===== config.mk =====
export PLATFORM = sky130hd
export DESIGN_NAME = ddarw_ctrl
export DESIGN_NICKNAME = d
export VERILOG_FILES = /design/src/sv/ddarw_pkg.sv /design/src/sv/ddarw_ctrl.sv
export SDC_FILE = /design/constraint.sdc
export NUM_CORES = 1
export LEC_CHECK = 0
export BUFFER_PORTS_ARGS = -buffer_cell sky130_fd_sc_hd__buf_2
export CAP_MARGIN = 20
export CORE_AREA = 2 2 39 41
export CTS_CLUSTER_DIAMETER = 50
export CTS_CLUSTER_SIZE = 10
export DETAILED_ROUTE_END_ITERATION = 12
export DIE_AREA = 0 0 41 43
export GPL_TIMING_DRIVEN = 0
export SYNTH_ARGS = -nofsm -noshare
export SYNTH_HDL_FRONTEND = slang
export SYNTH_SLANG_ARGS = --single-unit

===== constraint.sdc =====
create_clock -name clock -period 4.75 [get_ports clock]
set_input_delay 0.2375 -clock clock [delete_from_list [all_inputs] [get_ports clock]]
set_output_delay 0.2375 -clock clock [all_outputs]
set_load 0.01 [all_outputs]

===== src/sv/ddarw_pkg.sv =====
// ----------------------------------------------------------------------------
// ddarw_pkg
// Shared constants, result codes and controller/datapath bundles of the grid
// ray walker.
// ----------------------------------------------------------------------------
`default_nettype none

package ddarw_pkg;

   localparam int MAP_SIZE_DEF  = 64;
   localparam int MAX_STEPS_DEF = 128;

   localparam int PW = 6;   // map index field width
   localparam int QW = 32;  // Q16.16 distance width
   localparam int VW = 8;   // map byte width
   localparam int SW = 2;   // step code width

   localparam logic [VW-1:0] WALL_CHAR = 8'd49;

   localparam logic CMD_WRITE = 1'b0;
   localparam logic CMD_CAST  = 1'b1;

   typedef enum logic [1:0] {
      STATUS_WALL   = 2'd0,
      STATUS_NO_HIT = 2'd1,
      STATUS_WRITE  = 2'd2
   } status_type;

   // controller -> datapath
   typedef struct packed {
      logic       clear;       // write one map entry of the clearing pass
      logic       load;        // request accepted: latch it, write map on a write request to an in-grid cell
      logic       step;        // take one walk step and issue the map read
      logic       finish;      // load the response register
      status_type fin_status;
   } dp_cmd_type;

   // datapath -> controller
   typedef struct packed {
      logic clear_last;     // clearing pass at its last entry
      logic req_cast;       // incoming request is a cast
      logic start_in_grid;  // incoming start cell lies in the grid
      logic next_in_grid;   // cell of the pending step lies in the grid
      logic wall;           // map read of the current cell says wall
      logic step_limit;     // step count reached its limit
      logic out_free;       // response register can take a new response
   } dp_status_type;

endpackage

`default_nettype wire


===== src/sv/ddarw_ctrl.sv =====
// ----------------------------------------------------------------------------
// ddarw_ctrl
// Walker sequencer: clearing pass, request accept, step/check loop, response.
// ----------------------------------------------------------------------------
`default_nettype none

module ddarw_ctrl (
   input  wire logic                     clock,
   input  wire logic                     reset,
   input  wire logic                     req_valid,
   output      logic                     req_ready,
   input  wire ddarw_pkg::dp_status_type status,
   output      ddarw_pkg::dp_cmd_type    cmd
);

   typedef enum logic [2:0] {
      ST_CLEAR,
      ST_IDLE,
      ST_STEP,
      ST_CHECK,
      ST_DONE
   } state_type;

   state_type             state_ff;
   ddarw_pkg::status_type fin_status_ff;

   always_comb begin
      req_ready      = (state_ff == ST_IDLE);
      cmd.clear      = (state_ff == ST_CLEAR);
      cmd.load       = req_ready && req_valid;
      cmd.step       = (state_ff == ST_STEP);
      cmd.finish     = (state_ff == ST_DONE) && status.out_free;
      cmd.fin_status = fin_status_ff;
   end

   always_ff @(posedge clock) begin
      if (reset) begin
         state_ff      <= ST_CLEAR;
         fin_status_ff <= ddarw_pkg::STATUS_NO_HIT;
      end else begin
         unique case (state_ff)
            ST_CLEAR: begin
               if (status.clear_last) begin
                  state_ff <= ST_IDLE;
               end
            end
            ST_IDLE: begin
               if (req_valid) begin
                  priority if (!status.req_cast) begin
                     fin_status_ff <= ddarw_pkg::STATUS_WRITE;
                     state_ff      <= ST_DONE;
                  end else if (!status.start_in_grid) begin
                     fin_status_ff <= ddarw_pkg::STATUS_NO_HIT;
                     state_ff      <= ST_DONE;
                  end else begin
                     state_ff <= ST_STEP;
                  end
               end
            end
            ST_STEP: begin
               if (!status.next_in_grid) begin
                  fin_status_ff <= ddarw_pkg::STATUS_NO_HIT;
                  state_ff      <= ST_DONE;
               end else begin
                  state_ff <= ST_CHECK;
               end
            end
            ST_CHECK: begin
               priority if (status.wall) begin
                  fin_status_ff <= ddarw_pkg::STATUS_WALL;
                  state_ff      <= ST_DONE;
               end else if (status.step_limit) begin
                  fin_status_ff <= ddarw_pkg::STATUS_NO_HIT;
                  state_ff      <= ST_DONE;
               end else begin
                  state_ff <= ST_STEP;
               end
            end
            ST_DONE: begin
               if (status.out_free) begin
                  state_ff <= ST_IDLE;
               end
            end
            default: begin
               state_ff <= ST_IDLE;
            end
         endcase
      end
   end

   // clearing pass runs to its end before any request is taken
   a_clear_holds: assert property (@(posedge clock) disable iff (reset)
      (state_ff == ST_CLEAR && !status.clear_last) |=> (state_ff == ST_CLEAR))
      else $error("clearing pass left early");

   a_cmd_excl: assert property (@(posedge clock) disable iff (reset)
      $onehot0({cmd.clear, cmd.load, cmd.step, cmd.finish}))
      else $error("overlapping datapath commands");

   a_wall_ends: assert property (@(posedge clock) disable iff (reset)
      (state_ff == ST_CHECK && status.wall)
         |=> (state_ff == ST_DONE && fin_status_ff == ddarw_pkg::STATUS_WALL))
      else $error("wall did not end the walk");

endmodule

`default_nettype wire


== After elaboration in Yosys (flattened, before gate mapping) ==
Index checks and enable logic that the tools add are counted.
Widths: inputs -> output; s select.
Word-level totals
  register bits: 5
  latch bits: 0
  bits in writable memories: 0
  memory bits (read-only): 0
  input bits: 10
  output and inout bits: 7
  logic and storage cells: 34
  memories kept: 0
Operators by class
  add/sub/neg operators: 0
  multiply operators: 0
  div/mod/pow operators: 0
  $lt $le $gt $ge: 0
  eq/ne operators: 10
  shift operators: 0
  muxes and demuxes: 16
  bitwise gates (word level): 0
  reductions and logical operators: 6
Operators by type and width (number)
  $mux 3: 8
  $pmux 3 s5: 1
  $mux 2: 6
  $ne 2x2->1 const B: 4
  $eq 3x2->1 const B: 2
  $ne 3x3->1 const B: 2
  $pmux 2 s3: 1
  $reduce_and 5->1: 1
  $eq 3x1->1 const B: 1
  $eq 3x3->1 const B: 1
  $logic_not 3->1: 1
  $reduce_and 3->1: 1
  $reduce_bool 3->1: 1
  $logic_and 1x1->1: 2

== Depth between registers and ports, before layout ==
  depth after elaboration: 4
  depth in mapped cells: 5
  depth with buffers taken out: 4

== Least setup slack after synthesis ==
No wires, ideal clock.
  path type: register to register
  start: register state_ff[0]
  end: register fin_status_ff[1]
  library setup time: 0.123 ns
  arrival time: 1.394 ns
  required time: 4.627 ns
  slack: 3.232 ns
  cell stages (with the launch flop): 5
  path buffers: 0
  clock period less this slack: 1.518 ns
  cells stage by stage: dfxtp_1 -> or3b_1 -> a32o_1 -> nand2_2 -> mux2_1
Between the ends
  word-level cells in the longest chain between the ends: 3
  elaborated cells between the ends (all ways): 10
  classes of those cells: eq/ne (7); mux (1); reduce/logical (2)
Ends and longest elaborated chain
  from (decl): line ddarw_ctrl.sv:24  | state_type state_ff;
  from (signal assigned): line ddarw_ctrl.sv:38  | state_ff <= ST_CLEAR;
  from (signal assigned): line ddarw_ctrl.sv:44  | state_ff <= ST_IDLE;
  from (signal assigned): line ddarw_ctrl.sv:51  | state_ff <= ST_DONE;
  $eq 3x2->1 / $eq 3x1->1 (equally long branches): line ddarw_ctrl.sv:41  | unique case (state_ff)
  $ne 3x3->1 (no source line), or another cell as far along
  $reduce_and 5->1 (no source line)
  to (signal assigned): line ddarw_ctrl.sv:39  | fin_status_ff <= ddarw_pkg::STATUS_NO_HIT;
  to (signal assigned): line ddarw_ctrl.sv:50  | fin_status_ff <= ddarw_pkg::STATUS_WRITE;
  to (signal assigned): line ddarw_ctrl.sv:53  | fin_status_ff <= ddarw_pkg::STATUS_NO_HIT;
  to (decl): line ddarw_ctrl.sv:25  | ddarw_pkg::status_type fin_status_ff;
Several ways; a longest one is shown, not always the timed one.
A chain may end at the register's enable or synchronous reset.

== Final worst setup path ==
Same ends and word-level chain as after synthesis.

==> out/metrics.csv <==
stage,metric,value,unit
outcome,status,completed,
die,die width,41,um
place,routability cong.,0.699,
routing,routed vias,330,
timing,period utilisation layout,33.7,%
synthesis,Yosys top cell area share,32.8,%
synthesis,syn_area_per_cell,8.48,sq um
setup_path,FF-to-FF path depth,4,
die,Die ar.,1760,sq um
timing,Finish-stage setup viols,0,
setup_path,CP Launch Type,flip-flop,
synthesis,sequential-to-total area share from yosys stat,32.8,%
synthesis,Synth cell types,22,
synthesis,cells after synthesis,36,
setup_path,critical path peak fanout,8,
routing,Routed Wire Length,683,um
setup_path,reg2reg start,state_ff[0],
die,core area,1380,sq um
die,Initial Util,22.1,%
place,DP Area,405,sq um
layout,"commonest non-fill, non-tap cell in the layout",buf_2,
global_route,grt total ovfl,0,
setup_path,reg2reg setup slack,3.15,ns
global_route,first-pass GRT wire length,1.13,mm
timing,Clock Skews,0.00327,ns
cts,total clock sinks,5,
timing,slew margin rel.,77.7,%
synthesis,register bit count reported by yosys,5,
cts,clk slew on worst S/H paths,0.04,ns
pwr,power share of the sequential group,39.8,%
setup_path,critical path depth,4,
cts,Clock Tree Buf Depth,2,
place,DP Wirelength,558,um
layout,# nets final,67,
synthesis,mapped cell area,305,sq um
pwr,Switching Power,27.7,uW
job,number of max-cap violations,0,
pwr,pwr dens,261,nW/um^2
pwr,Comb power frac,17.1,%
setup_path,Worst setup EP type,flip-flop,
synthesis,Synth area leaders,"dfxtp_1 (33%), mux2i_1 (6.6%), nand2_1 (4.9%)",
timing,post-layout min period,1.60,ns
cts,Skew-Pair Late Insertion Delay,0.24,ns
setup_path,CP bufs+invs,0,
setup_path,"delay-heaviest family, CP",simple AND/OR/NAND/NOR gates,
setup_path,"Data arrival, critical path",1.73,ns
cts,cts repair resizes,0,
pwr,Pleak,0.000211,uW
timing,Final Hold Violating Endpoints,0,
routing,DRT iter0 DRCs,3,
synthesis,Yosys top cell by area,dfxtp_1,
setup_path,biggest cell delay along the critical path,0.42,ns
setup_path,slowest CP cell,dfxtp_1,
pwr,VDD IR-drop max,0.000166,V
cts,cts hold-fix bufs,0,
setup_path,kind of critical path,flip-flop to flip-flop,
pwr,cell-internal power,84.9,uW
die,I/O Pins,17,
global_route,GRT Resource Usage Total,9.65,%
setup_path,CP startpoint,state_ff[0],
global_route,antenna violations before repair,0,
synthesis,Yosys Warn Count,0,
layout,Finished Cell Area,432,sq um
layout,share of layout cells above drive strength 1,41.1,%
cts,number of CTS-inserted buffers,3,
pwr,clock share of power,43.0,%
routing,post-DR vias/cell,4.58,
layout,Area Overhead vs Synth,41.4,%
cts,clock root cell,clkbuf_4,
routing,drt first pass iters,4,
layout,Diodes inserted,0,
timing,final setup TNS,0,ns
timing,Slew @ Worst Pin,0.334,ns
die,Die Y,43,um
timing,Max Freq,0.624,GHz
worst_hold_path,Hold WC Path Type,input port to flip-flop,
setup_path,critical-path cell list,"or3b_1, a32o_1, nand2_2, mux2_1",
synthesis,Post-Syn Nets,46,
routing,DRC,0,
global_route,largest net degree at the start of global routing,9,
setup_path,"Req. time, crit path",4.87,ns
die,Rows,14,
cts,TritonCTS clock tree,yes,
setup_path,CP endpoint,fin_status_ff[1],
layout,most frequent cells in the layout,"buf_2 (17), dfxtp_1 (5), nor2_1 (4), nand2_1 (4), clkbuf_4 (3)",
cts,H-tree lvl count,1,
routing,"antenna viol nets, final",0,
place,Port Buffers,16,
routing,routed length per instance,9.49,um
pwr,sw frac,24.6,%
global_route,vias in the first global route,283,
timing,Final Max Slew Viols,0,
timing,RSZ-0062 raised after global routing,false,
cts,post-CTS setup buffer count,0,
setup_path,r2r endpoint,fin_status_ff[1],
layout make-up:
type | count | area [sq um]
fill | 159 | 952
multi-input combinational | 30 | 200
sequential | 5 | 100
timing repair buffer | 16 | 80.1
clock buffer | 4 | 26.3
tap | 16 | 20.0
buffer | 1 | 5.00
cell usage after synthesis:
master	n
a221oi_1	1
a32o_1	1
dfxtp_1	5
nor3_1	2
and2_1	1
nand2b_1	1
mux2_1	1
nor4_1	1
nor3b_2	1
mux2i_1	2
nand2_1	4
a21oi_1	2
nand3b_1	1
nand2_2	1
mux2_2	1
nor2b_1	2
buf_2	1
or3b_1	1
nor2_1	4
and3_1	1
and2b_1	1
a32oi_1	1
power by group through the flow:
stage                     clock network (uW)  logic, uW  registers [uW]
after floorplan                            0       10.6            45.4
after global placement                     0       19.3            45.6
after detailed placement                   0       19.4            45.7
after CTS                               50.2       19.5            44.9
after global routing                    53.6       21.7            45.2
final                                   48.5       19.3            44.9
worst min path at each step:
stage,cells after the start,slack (ns),startpoint,end
6_report,2,0.24,reset,state_ff[2]
5_1_grt,2,0.27,reset,state_ff[2]
4_1_cts,2,0.24,reset,state_ff[2]
3_5_place_dp,2,0.49,reset,state_ff[2]
3_3_place_gp,2,0.49,reset,state_ff[2]
2_1_floorplan,1,0.31,reset,state_ff[2]
flip-flops by register name, indices dropped and copies added, names as in the netlist:
signal         count
state_ff           3
fin_status_ff      2
metrics by stage:
step           std cells  worst slack (ns)  power, uW  util, %  hold slack [ns]
2_1_floorplan         36              3.23       56.0        -            0.307
3_3_place_gp          68              3.14       64.9     29.3            0.491
3_5_place_dp          68              3.14       65.1     29.3            0.494
4_1_cts               72              3.13        115     31.2            0.236
5_1_grt               72              3.01        121     31.2            0.269
6_report              72              3.15        113     31.2            0.242
routing by layer:
layer	routed length [um]	vias up	track usage (%)	part of all wire (%)
met1	313	146	13.2	46
met4	0	0	6.00	0
met3	71	0	4.71	10
met5	0	-	0	0
met2	297	13	11.6	43
li1	-	171	-	-
kinds of logic (layout without fill, tap and decap cells):
logic type             after synthesis  in the layout  synth area share, %
multiplexers                         4              4                 13.9
buffers and inverters                1             21                 1.64
AO/OA/AOI/OAI                        5              5                 12.3
AND/OR/NAND/NOR                     21             21                 39.3
flip-flops                           5              5                 32.8
(Power assumes the default switching activity.)
